--- config.mk ---
export PLATFORM = sky130hd
export DESIGN_NAME = escape_sequence_decoder_unit_flat
export DESIGN_NICKNAME = d
export VERILOG_FILES = /design/src/hdl/esd_pkg.sv /design/src/hdl/esd_if.sv /design/src/hdl/escape_sequence_decoder_unit.sv /design/src/hdl/esd_decode.sv /design/src/hdl/esd_fifo.sv /design/src/flat_wrapper.sv
export VERILOG_INCLUDE_DIRS = /design/src /design/src/hdl
export SDC_FILE = /design/constraint.sdc
export NUM_CORES = 1
export LEC_CHECK = 0
export ABC_AREA = 1
export CAP_MARGIN = 20
export CORE_UTILIZATION = 25
export DETAILED_ROUTE_END_ITERATION = 10
export DONT_BUFFER_PORTS = 1
export GPL_ROUTABILITY_DRIVEN = 0
export SETUP_SLACK_MARGIN = 0.1
export SYNTH_ARGS = -nofsm -noshare
export SYNTH_HDL_FRONTEND = slang
export SYNTH_SLANG_ARGS = --single-unit
--- constraint.sdc ---
create_clock -name i_clk -period 5.9 [get_ports i_clk]
set_input_delay 1.18 -clock i_clk [delete_from_list [all_inputs] [get_ports i_clk]]
set_output_delay 1.18 -clock i_clk [all_outputs]
set_load 0.005 [all_outputs]
--- src/hdl/escape_sequence_decoder_unit_defines.svh ---
// Assertion macros shared by the escape decoder files.
`ifndef ESCAPE_SEQUENCE_DECODER_UNIT_DEFINES_SVH
`define ESCAPE_SEQUENCE_DECODER_UNIT_DEFINES_SVH

`ifndef SYNTHESIS

// Same-cycle implication, disabled while in reset.
`define ESDU_ASSERT_IMP(label, clk, rst_n, ante, cons) \
    label: assert property (@(posedge clk) disable iff (!(rst_n)) (ante) |-> (cons)) \
        else $error("escape decoder check failed");

// Next-cycle implication, disabled while in reset.
`define ESDU_ASSERT_NXT(label, clk, rst_n, ante, cons) \
    label: assert property (@(posedge clk) disable iff (!(rst_n)) (ante) |=> (cons)) \
        else $error("escape decoder check failed");

`else

`define ESDU_ASSERT_IMP(label, clk, rst_n, ante, cons)
`define ESDU_ASSERT_NXT(label, clk, rst_n, ante, cons)

`endif

`endif

--- src/hdl/esd_pkg.sv ---
// Types and constants shared by the escape decoder modules.
package esd_pkg;

    localparam logic [2:0] MODE_PLAIN = 3'd0;
    localparam logic [2:0] MODE_ESC   = 3'd1;
    localparam logic [2:0] MODE_HEX   = 3'd2;
    localparam logic [2:0] MODE_OCT   = 3'd3;
    localparam logic [2:0] MODE_ZERO  = 3'd4;

    localparam logic [1:0] ST_OK        = 2'd0;
    localparam logic [1:0] ST_BAD_ESC   = 2'd1;
    localparam logic [1:0] ST_BAD_DIGIT = 2'd2;
    localparam logic [1:0] ST_UNFINISH  = 2'd3;

    // Result queue geometry.
    localparam int RQ_DEPTH = 4;
    localparam int RQ_AW    = 2;
    localparam int RQ_CW    = 3;

    typedef struct packed {
        logic [7:0] out_byte;
        logic [1:0] status;
        logic       out_last;
    } t_result;

    // Results produced by one item: count is 0, 1 or 2.
    typedef struct packed {
        logic [1:0]       count;
        t_result [1:0]    res;
    } t_dec_out;

endpackage

--- src/hdl/esd_if.sv ---
// Handshake channel interfaces for the escape decoder input and output.
interface esd_in_if;
    logic       valid;
    logic       ready;
    logic [7:0] in_byte;
    logic       in_last;

    modport source (output valid, output in_byte, output in_last, input ready);
    modport sink   (input valid, input in_byte, input in_last, output ready);
endinterface

interface esd_out_if;
    logic       valid;
    logic       ready;
    logic [7:0] out_byte;
    logic [1:0] status;
    logic       out_last;

    modport source (output valid, output out_byte, output status, output out_last,
                    input ready);
    modport sink   (input valid, input out_byte, input status, input out_last,
                    output ready);
endinterface

--- src/hdl/escape_sequence_decoder_unit.sv ---
// Escape sequence decoder top level: input register, decode, result queue.
//
// Decodes a stream of C-style escaped characters at one byte per cycle. Each
// input transfer lands in an input register; once the queue has room for
// its results, the decode logic updates the escape state and writes zero,
// one or two results into a four-entry result queue that drives the output
// channel. A new byte is taken every cycle as long as the queue has room for
// that byte's results; the only byte that can yield two results (a non-octal
// byte after \0) needs more than one output transfer, so the sustained rate
// is one byte per cycle while the output keeps up and the output side is the
// limit otherwise.
`include "escape_sequence_decoder_unit_defines.svh"

module escape_sequence_decoder_unit (
    input  logic      i_clk,
    input  logic      i_rst_n,
    esd_in_if.sink    i_in,
    esd_out_if.source o_out
);
    import esd_pkg::*;

    logic               r_vld;
    logic [7:0]         r_byte;
    logic               r_last;
    logic               fire;
    t_dec_out           dec;
    logic [RQ_CW-1:0]   free;
    logic               pop;
    logic               q_valid;
    t_result            q_head;

    assign pop  = q_valid && o_out.ready;
    assign fire = r_vld && (free >= RQ_CW'(dec.count));
    assign i_in.ready = !r_vld || fire;

    always_ff @(posedge i_clk) begin
        if (!i_rst_n) begin
            r_vld <= 1'b0;
        end else if (i_in.valid && i_in.ready) begin
            r_vld <= 1'b1;
        end else if (fire) begin
            r_vld <= 1'b0;
        end
    end

    always_ff @(posedge i_clk) begin
        if (i_in.valid && i_in.ready) begin
            r_byte <= i_in.in_byte;
            r_last <= i_in.in_last;
        end
    end

    esd_decode u_decode (
        .i_clk   (i_clk),
        .i_rst_n (i_rst_n),
        .i_fire  (fire),
        .i_byte  (r_byte),
        .i_last  (r_last),
        .o_dec   (dec)
    );

    esd_fifo u_fifo (
        .i_clk    (i_clk),
        .i_rst_n  (i_rst_n),
        .i_push_n (fire ? dec.count : 2'd0),
        .i_res    (dec.res),
        .i_pop    (pop),
        .o_valid  (q_valid),
        .o_head   (q_head),
        .o_free   (free)
    );

    assign o_out.valid    = q_valid;
    assign o_out.out_byte = q_head.out_byte;
    assign o_out.status   = q_head.status;
    assign o_out.out_last = q_head.out_last;

    `ESDU_ASSERT_NXT(a_hold_unfired, i_clk, i_rst_n, r_vld && !fire,
        r_vld && $stable(r_byte) && $stable(r_last))
    `ESDU_ASSERT_IMP(a_room_check, i_clk, i_rst_n, fire,
        free >= RQ_CW'(dec.count))
    `ESDU_ASSERT_IMP(a_err_byte_zero, i_clk, i_rst_n, o_out.valid && o_out.status != ST_OK,
        o_out.out_byte == 8'd0)

endmodule

--- src/hdl/esd_decode.sv ---
// Escape decoder state and per-byte decode logic.
`include "escape_sequence_decoder_unit_defines.svh"

module esd_decode (
    input  logic              i_clk,
    input  logic              i_rst_n,
    input  logic              i_fire,
    input  logic [7:0]        i_byte,
    input  logic              i_last,
    output esd_pkg::t_dec_out o_dec
);
    import esd_pkg::*;

    logic [2:0]     r_mode;
    logic [8:0]     r_val;
    logic [1:0]     r_left;
    logic [2:0]     n_mode;
    logic [8:0]     n_val;
    logic [1:0]     n_left;

    logic           hex_ok;
    logic [3:0]     hex_d;
    logic           oct_ok;
    logic           esc_ok;
    logic [7:0]     esc_code;
    logic           done;
    logic [1:0]     cnt;
    t_result [1:0]  res;

    always_comb begin
        hex_ok = 1'b1;
        hex_d  = i_byte[3:0];
        if (i_byte inside {[8'h30:8'h39]}) begin
            hex_d = i_byte[3:0];
        end else if (i_byte inside {[8'h61:8'h66], [8'h41:8'h46]}) begin
            hex_d = i_byte[3:0] + 4'd9;
        end else begin
            hex_ok = 1'b0;
        end
        oct_ok = i_byte inside {[8'h30:8'h37]};
    end

    always_comb begin
        esc_ok   = 1'b1;
        esc_code = i_byte;
        case (i_byte)
            8'h61:   esc_code = 8'd7;
            8'h62:   esc_code = 8'd8;
            8'h66:   esc_code = 8'd12;
            8'h6E:   esc_code = 8'd10;
            8'h72:   esc_code = 8'd13;
            8'h74:   esc_code = 8'd9;
            8'h76:   esc_code = 8'd11;
            8'h5C, 8'h3F, 8'h27, 8'h22: esc_code = i_byte;
            default: esc_ok = 1'b0;
        endcase
    end

    always_comb begin
        n_mode = r_mode;
        n_val  = r_val;
        n_left = r_left;
        cnt    = '0;
        res    = '0;
        done   = 1'b0;
        if (n_mode > MODE_ZERO) begin
            n_mode = MODE_PLAIN;
            n_val  = '0;
            n_left = '0;
        end
        // After \0: a second octal digit continues, anything else flushes a NUL
        if (n_mode == MODE_ZERO) begin
            if (oct_ok) begin
                n_mode = MODE_OCT;
                n_val  = {6'd0, i_byte[2:0]};
                n_left = 2'd1;
                done   = 1'b1;
                if (i_last) begin
                    res[0] = '{8'd0, ST_UNFINISH, 1'b1};
                    cnt    = 2'd1;
                    n_mode = MODE_PLAIN;
                    n_val  = '0;
                    n_left = '0;
                end
            end else begin
                res[0] = '{8'd0, ST_OK, 1'b0};
                cnt    = 2'd1;
                n_mode = MODE_PLAIN;
                n_val  = '0;
                n_left = '0;
            end
        end
        if (!done) begin
            case (n_mode)
                MODE_PLAIN: begin
                    if (i_byte == 8'h5C) begin
                        n_mode = MODE_ESC;
                    end else begin
                        res[cnt[0]] = '{i_byte, ST_OK, i_last};
                        cnt         = cnt + 2'd1;
                    end
                end
                MODE_ESC: begin
                    if (esc_ok) begin
                        res[cnt[0]] = '{esc_code, ST_OK, i_last};
                        cnt         = cnt + 2'd1;
                        n_mode      = MODE_PLAIN;
                        n_val       = '0;
                        n_left      = '0;
                    end else if (i_byte == 8'h78) begin
                        n_mode = MODE_HEX;
                        n_val  = '0;
                        n_left = 2'd2;
                    end else if (i_byte == 8'h30) begin
                        n_mode = MODE_ZERO;
                        n_val  = '0;
                        n_left = '0;
                    end else if (oct_ok) begin
                        n_mode = MODE_OCT;
                        n_val  = {6'd0, i_byte[2:0]};
                        n_left = 2'd2;
                    end else begin
                        res[cnt[0]] = '{8'd0, ST_BAD_ESC, i_last};
                        cnt         = cnt + 2'd1;
                        n_mode      = MODE_PLAIN;
                        n_val       = '0;
                        n_left      = '0;
                    end
                end
                MODE_HEX, MODE_OCT: begin
                    if ((n_mode == MODE_HEX) ? !hex_ok : !oct_ok) begin
                        res[cnt[0]] = '{8'd0, ST_BAD_DIGIT, i_last};
                        cnt         = cnt + 2'd1;
                        n_mode      = MODE_PLAIN;
                        n_val       = '0;
                        n_left      = '0;
                    end else begin
                        // Shift in one digit, keep nine bits
                        if (n_mode == MODE_HEX) begin
                            n_val = {n_val[4:0], hex_d};
                        end else begin
                            n_val = {n_val[5:0], i_byte[2:0]};
                        end
                        n_left = n_left - 2'd1;
                        if (n_left == 2'd0) begin
                            res[cnt[0]] = '{n_val[7:0], ST_OK, i_last};
                            cnt         = cnt + 2'd1;
                            n_mode      = MODE_PLAIN;
                            n_val       = '0;
                            n_left      = '0;
                        end
                    end
                end
                default: begin
                    n_mode = MODE_PLAIN;
                    n_val  = '0;
                    n_left = '0;
                end
            endcase
            if (n_mode != MODE_PLAIN && i_last) begin
                res[cnt[0]] = '{8'd0, ST_UNFINISH, 1'b1};
                cnt         = cnt + 2'd1;
                n_mode      = MODE_PLAIN;
                n_val       = '0;
                n_left      = '0;
            end
        end
    end

    assign o_dec.count = cnt;
    assign o_dec.res   = res;

    always_ff @(posedge i_clk) begin
        if (!i_rst_n) begin
            r_mode <= MODE_PLAIN;
            r_val  <= '0;
            r_left <= '0;
        end else if (i_fire) begin
            r_mode <= n_mode;
            r_val  <= n_val;
            r_left <= n_left;
        end
    end

    `ESDU_ASSERT_NXT(a_last_to_plain, i_clk, i_rst_n, i_fire && i_last,
        r_mode == MODE_PLAIN && r_val == 9'd0 && r_left == 2'd0)
    `ESDU_ASSERT_IMP(a_two_lead_nul, i_clk, i_rst_n, i_fire && cnt == 2'd2,
        res[0].status == ST_OK && !res[0].out_last && res[0].out_byte == 8'd0)
    `ESDU_ASSERT_IMP(a_err_zero, i_clk, i_rst_n,
        i_fire && cnt != 2'd0 && res[0].status != ST_OK, res[0].out_byte == 8'd0)

endmodule

--- src/hdl/esd_fifo.sv ---
// Result queue: takes up to two results per cycle, delivers one.
module esd_fifo (
    input  logic                        i_clk,
    input  logic                        i_rst_n,
    input  logic [1:0]                  i_push_n,
    input  esd_pkg::t_result [1:0]      i_res,
    input  logic                        i_pop,
    output logic                        o_valid,
    output esd_pkg::t_result            o_head,
    output logic [esd_pkg::RQ_CW-1:0]   o_free
);
    import esd_pkg::*;

    t_result            r_mem [RQ_DEPTH];
    logic [RQ_AW-1:0]   r_wp;
    logic [RQ_AW-1:0]   r_rp;
    logic [RQ_CW-1:0]   r_cnt;

    assign o_valid = r_cnt != '0;
    assign o_head  = r_mem[r_rp];
    // Room left once this cycle's transfer has gone out
    assign o_free  = RQ_CW'(RQ_DEPTH) - r_cnt + RQ_CW'(i_pop);

    always_ff @(posedge i_clk) begin
        if (i_push_n != 2'd0) begin
            r_mem[r_wp] <= i_res[0];
        end
        if (i_push_n == 2'd2) begin
            r_mem[r_wp + RQ_AW'(1)] <= i_res[1];
        end
    end

    always_ff @(posedge i_clk) begin
        if (!i_rst_n) begin
            r_wp  <= '0;
            r_rp  <= '0;
            r_cnt <= '0;
        end else begin
            r_wp  <= r_wp + RQ_AW'(i_push_n);
            r_rp  <= r_rp + RQ_AW'(i_pop);
            r_cnt <= r_cnt + RQ_CW'(i_push_n) - RQ_CW'(i_pop);
        end
    end

endmodule

--- src/flat_wrapper.sv ---
// flat-port wrapper written by rule: the top's interface ports become plain ports
module escape_sequence_decoder_unit_flat import esd_pkg::*;
  (i_clk, i_rst_n, i_in_valid, i_in_in_byte, i_in_in_last, i_in_ready, o_out_valid, o_out_out_byte, o_out_status, o_out_out_last, o_out_ready);
  esd_in_if i_in_i ();
  esd_out_if o_out_i ();
  input  logic i_clk;
  input  logic i_rst_n;
  input wire logic [$bits(i_in_i.valid)-1:0] i_in_valid;
  input wire logic [$bits(i_in_i.in_byte)-1:0] i_in_in_byte;
  input wire logic [$bits(i_in_i.in_last)-1:0] i_in_in_last;
  output wire logic [$bits(i_in_i.ready)-1:0] i_in_ready;
  output wire logic [$bits(o_out_i.valid)-1:0] o_out_valid;
  output wire logic [$bits(o_out_i.out_byte)-1:0] o_out_out_byte;
  output wire logic [$bits(o_out_i.status)-1:0] o_out_status;
  output wire logic [$bits(o_out_i.out_last)-1:0] o_out_out_last;
  input wire logic [$bits(o_out_i.ready)-1:0] o_out_ready;
  assign i_in_i.valid = i_in_valid;
  assign i_in_i.in_byte = i_in_in_byte;
  assign i_in_i.in_last = i_in_in_last;
  assign i_in_ready = i_in_i.ready;
  assign o_out_valid = o_out_i.valid;
  assign o_out_out_byte = o_out_i.out_byte;
  assign o_out_status = o_out_i.status;
  assign o_out_out_last = o_out_i.out_last;
  assign o_out_i.ready = o_out_ready;
  escape_sequence_decoder_unit u_core (.i_clk(i_clk), .i_rst_n(i_rst_n), .i_in(i_in_i), .o_out(o_out_i));
endmodule
; ---- Word-level counts from Yosys, hierarchy flattened
; Memory sizes are Yosys's and may differ from the RTL's. A register that Yosys moved wholly into a read port is not among the register bits.
; Cells that the tools add are included.
[op_classes]
add_sub_neg = 11
n_lt_le_gt_ge = 13
n_reduce_logical = 23
eq_ne = 18
muxes = 99
n_bitwise = 3
[ops]
columns = op, count
row1 = $mux W22, 10
row2 = $bwmux W22, 5
row3 = $mux W9, 11
row4 = $eq A8 B7 Y1 const B, 9
row5 = $pmux W22 S3, 1
row6 = $pmux W8 S7, 1
row7 = $mux W2, 27
row8 = $mux W3, 18
row9 = $mux W11, 4
row10 = $eq A8 B6 Y1 const B, 4
row11 = $pmux W9 S3, 1
row12 = $demux W11 S1, 2
row13 = $and A16 B16 Y16, 1
row14 = $ge A8 B7 Y1 const B, 2
row15 = $le A8 B6 Y1 const B, 2
row16 = $le A8 B7 Y1 const B, 2
row17 = $not A16 Y16, 1
row18 = $mux W1, 14
row19 = $pmux W2 S3, 2
row20 = $reduce_or A11 Y1, 1
row21 = $logic_and A1 B1 Y1, 10
row22 = $pmux W3 S3, 1
row23 = $ge A8 B6 Y1 const B, 1
row24 = $mux W4, 2
row25 = other kinds (25), 35
[word_totals]
n_memories = 1
ff_bits = 31
ram_bits = 44
out_inout_bits = 13
[mem_list]
columns = name, depth, word_bits, rd, rd_ports_with_merged_regs, wr, line_no
row1 = u_core.u_fifo.r_mem, 4, 11, 1, 1, 2, esd_fifo.sv:14  ; t_result r_mem [RQ_DEPTH];

; ---- Longest topological paths before layout
[depth]
ltp_word = 20
ltp_mapped = 35
mapped_depth_nobuf = 32

; ---- By module
; A second synthesis with hierarchy kept.
[hier_totals]
cells_unflattened = 727
area_unflattened_um2 = 5258.8
[by_module_without_submodules]
columns = module, instances, area_each_um2, cells_per_inst, seq_area_each_um2
row1 = esd_fifo, 1, 2755.1, 307, 1461.4
row2 = esd_decode, 1, 2092.0, 388, 200.2
row3 = escape_sequence_decoder_unit, 1, 411.6, 32, 290.3

; ---- Worst setup path before layout
; OpenSTA, ideal clock, no wires.
[synth_timing]
kind = reg2reg
start = register u_core.r_byte[6]
end = register u_core.u_fifo.r_cnt[2]
synth_period_minus_slack_ns = 4.628
slack_ns = 1.272
t_arrival_ns = 4.501
setup_time_ns = 0.128
path_stages_with_launch = 31
required_ns = 5.772
path_cell_list = edfxtp_1 -> nor2_2 -> nand2_1 -> nor2_4 -> nand2_1 -> nand2_1 -> inv_1 -> ha_1 -> nand3b_1 -> nand2_1 -> nand3_1 -> nand2_1 -> nand3b_1 -> nand2_2 -> nand2_1 -> nand2_1 -> nand2_2 -> buf_4 -> buf_4 -> inv_1 -> ha_1 -> o21ai_0 -> nand3_1 -> nand2_1 -> inv_1 -> nand4_1 -> ha_1 -> fa_1 -> xor2_1 -> inv_1 -> nor2_1
[synth_via]
elab_chain_len = 19
[synth_lines]
columns = item, line_no
row1 = from (decl), escape_sequence_decoder_unit.sv:23  ; logic [7:0] r_byte;
row2 = from (signal assigned), escape_sequence_decoder_unit.sv:48  ; r_byte <= i_in.in_byte;
row3 = $ge A8 B6 Y1 (tied with other cells), "esd_decode.sv:33, esd_decode.sv:40"
row4 = "$logic_and A1 B1 Y1, on equally long branches", "esd_decode.sv:40, esd_decode.sv:35"
row5 = $mux W2 / $reduce_bool A2 Y1 (equally long branches), "esd_decode.sv:73, esd_decode.sv:35"
row6 = $mux W2 / $mux W1 (equally long branches), "esd_decode.sv:72, esd_decode.sv:35"
row7 = $add A2 B1 Y2 (tied with other cells), -
row8 = $mux W2 (tied with other cells), esd_decode.sv:118  ; end else if (oct_ok) begin
row9 = $mux W2 (tied with other cells), esd_decode.sv:114  ; end else if (i_byte == 8'h30) begin
row10 = $mux W2 / $mux W3 (equally long branches), "esd_decode.sv:110, esd_decode.sv:131"
row11 = (+3 left out), -
row12 = $add A2 B1 Y2 / $logic_and A1 B1 Y1 (equally long branches), "esd_decode.sv:162, esd_decode.sv:160"
row13 = $mux W2, esd_decode.sv:160  ; if (n_mode != MODE_PLAIN && i_last) begin
row14 = $mux W2 (*), esd_decode.sv:93  ; if (!done) begin
row15 = $ge A3 B2 Y1, escape_sequence_decoder_unit.sv:33  ; assign fire = r_vld && (free >= RQ_CW'(dec.count));
row16 = $logic_and A1 B1 Y1, escape_sequence_decoder_unit.sv:33
row17 = $mux W2 (*), escape_sequence_decoder_unit.sv:65  ; .i_push_n (fire ? dec.count : 2'd0),
row18 = $add A3 B2 Y3 (*), esd_fifo.sv:41  ; r_cnt <= r_cnt + RQ_CW'(i_push_n) - RQ_CW'(i_pop);
row19 = $sub A3 B1 Y3 (*), esd_fifo.sv:41
row20 = to (signal assigned), esd_fifo.sv:41
row21 = to (decl), esd_fifo.sv:17  ; logic [RQ_CW-1:0] r_cnt;
; Every way passes the cells marked *; elsewhere a longest branch is shown, timed or not. The select of a mux whose other input is x is not followed.
; A chain may end at the register's enable or synchronous reset.

==> impl_metrics.tcl <==
set metrics [dict create \
    status "finished, final reports clean" \
    wl_met2_mm 6.18 \
    finalSetupViolations 0 \
    synth_seq_area_share 0.392 \
    stdcell_count 929 \
    slew_violations 0 \
    ir_drop_mv 0.153 \
    hold_viol_final 0 \
    antenna_found_initial 0 \
    via_per_inst 4.95 \
    worst_ep_required_time_ns 5.83 \
    cp_top_family "simple AND/OR/NAND/NOR gates" \
    place_hpwl_mm 10.3 \
    avgSynthCellArea_sq_um 7.43 \
    syn_to_final_growth_pct 10.9 \
    nets 691 \
    grt_pass1_wl_mm 22.4 \
    grt_usage 0.143 \
    start_kind "flip-flop" \
    num_vias 4600 \
    whs_ns 0.463 \
    synth.area.top_cells "edfxtp_1 32%, nand2_1 15%, dfxtp_1 7.2%, nand4_1 6.4%, inv_1 5.1%" \
    fin_crit_ns 5.04 \
    drt_first_pass_iters 5 \
    place_area_sq_um 5190 \
    overflow 0 \
    ios 26 \
    worst_slew_pin_slew_ns 0.812 \
    finalWorstSetupSlack_ns 0.864 \
    yosysTopAreaCell "edfxtp_1" \
    top_layer "met4" \
    final_area_sq_um 5520 \
    power.density_nw_per_um2 309 \
    cts_setup_buffers 0 \
    cap_violations 0 \
    cts_tree "yes" \
    synth-main-ff-cell "edfxtp_1" \
    clk_path_buf_depth 2 \
    grt_pass1_vias 4253 \
    dpl_worst_slack_ns 0.895 \
    postCtsHoldBufs 0 \
    crit_cells 27 \
    insertedDiodeCount 0 \
    fp-row-count 51 \
    drc_errors 0 \
    synth_cell_types 39 \
    htreeDepth 3 \
    syn_area_sq_um 4980 \
    die_area_sq_um 20500 \
    drt-initial-drc-count 543 \
    synth_top_area_frac 0.320 \
    wl_per_cell_um 14.8 \
    root_buffer "clkbuf_16" \
    max_clock_freq_ghz 0.199 \
    path_class "reg -> reg" \
    path_buf_inv 4 \
    ys_top_cells_by_count "196 x nand2_1, 68 x inv_1, 67 x nor2_1, 53 x edfxtp_1, 51 x nand4_1" \
    fillers 2166 \
    hold_path_depth 2 \
    postRouteAntennaNets 0 \
    routed_wl_mm 13.8 \
    dp_cells 913 \
    slew_headroom 0.454 \
    synth.most_common_cell "nand2_1" \
    start_util 0.255 \
    drive_above_1_share 0.0753 \
    synth-edff-count 53 \
    clock_skew_ns 0.00842 \
    grt_max_degree 51 \
    clk_pin_slew_worst_paths_ns 0.05 \
    critical_path.max_stage_delay_ns 0.43 \
    die_x_um 143 \
    p_leak_uw 0.00238 \
    fin_tns_setup_ns 0 \
    rsz0062_at_grt "no" \
    cp-end-kind "flip-flop" \
    slowest_stage "edfxtp_1" \
    cp_common_cell "nand2_1" \
    arrival_ns 4.97 \
    synth_seq_cells 71 \
    core-area_sq_um 19500 \
    hp-class "reg -> reg" \
    synth-async-reset-ratio 0 \
    wl_met3_mm 1.06 \
    clk_latency_ns 0.35 \
    crit_fanout 16 \
    cts_num_sinks 71 \
    cts_buffers 9 \
    finalCritPeriodShare 0.853 \
    yosysWarnings 0 \
    portBuffers 0 \
    synthCells 670 \
    die_h_um 143 \
    syn_nets 701 \
    cts_resized 0 \
    reg2reg_depth 27 \
    m1WireLength_mm 6.22 \
]
==> layout by cell type, fill, tap and decap left out, drive strengths merged <==
master   synthesis  layout
clkbuf          11      11
fa               1       1
inv             76      76
o221ai           2       2
a21boi           1       1
ha              17      17
nor3             5       5
clkinv           0       1
a21oi           19      19
xnor2            4       4
o211ai           8       8
edfxtp          53      53
nand3           32      32
nand4           51      51
bufinv           0       3
nand2          203     203
xor2             3       3
o22ai           12      12
o21ai           44      44
buf             16       6
a211oi           2       2
nor4             5       5
a31oi            2       2
a22o             1       1
nand3b           2       2
o31ai            3       3
nor2            76      76
o2111ai          2       2
dfxtp           18      18
a22oi            1       1
==> tightest hold or removal path, cell delays in order, from the launching register on <==
cell and delay, ns:
dfxtp_1 0.30, nand2_1 0.06, a21oi_1 0.05
==> flip-flops by register name, summed over array words and instances, names as in the netlist <==
| signal | count |
|---|---|
| u_core.u_fifo.r_wp | 2 |
| u_core.u_fifo.r_mem | 44 |
| u_core.u_decode.r_left | 2 |
| u_core.u_fifo.r_cnt | 3 |
| u_core.r_vld | 1 |
| u_core.r_last | 1 |
| u_core.u_decode.r_val | 5 |
| u_core.u_decode.r_mode | 3 |
| u_core.u_fifo.r_rp | 2 |
| u_core.r_byte | 8 |
==> stage by stage <==
| stage | total power (uW) | utilization |
|---|---|---|
| final | 1710 | 0.283 |
| after global placement | 1100 | 0.266 |
| after floorplan | 974 | - |
| after CTS | 1730 | 0.283 |
| after detailed placement | 1100 | 0.266 |
| after global routing | 1810 | 0.283 |
==> worst paths after layout <==
| kind | endpoint | startpoint | slack (ns) |
|---|---|---|---|
| worst max register to register | u_core.u_fifo.r_mem[1][8] | u_core.r_byte[6] | 0.86 |
| worst max-delay path | u_core.u_fifo.r_mem[1][8] | u_core.r_byte[6] | 0.86 |
| worst min-delay path | u_core.u_decode.r_val[4] | u_core.u_decode.r_val[4] | 0.46 |
| worst min register to register | u_core.u_decode.r_val[4] | u_core.u_decode.r_val[4] | 0.46 |
==> metal layers <==
layer	track usage	vias to the layer above
met3	0.0423	30
met5	0	-
met1	0.190	2134
met2	0.217	174
met4	0.0532	0
li1	-	2262
==> layout make-up <==
class,instances,area [sq um],share of cell area
clock buffer,11,233,0.0421
clock inverter,4,95.1,0.0172
inverter,76,285,0.0516
multi-input combinational,496,2580,0.467
sequential,71,1950,0.353
tap,265,332,0.0600
timing repair buffer,6,45.0,0.00815
==> kinds of logic (layout without fill, tap and decap cells) <==
| logic type | after synthesis | count (layout) | synth area share |
|---|---|---|---|
| xor gates and xnor gates | 7 | 7 | 0.0123 |
| DFF | 71 | 71 | 0.392 |
| adders and majority gates | 18 | 18 | 0.0467 |
| buffers and inverters | 103 | 97 | 0.0897 |
| and+or+nand+nor | 374 | 374 | 0.347 |
| AOI/OAI and AO/OA | 97 | 97 | 0.112 |
==> power breakdown <==
| part | total, uW | switching, uW | internal [uW] |
|---|---|---|---|
| logic | 430 | 293 | 137 |
| registers | 661 | 56.5 | 604 |
| clock network | 614 | 204 | 410 |
| total | 1710 | 554 | 1150 |
Power figures use the tool's default switching activity.
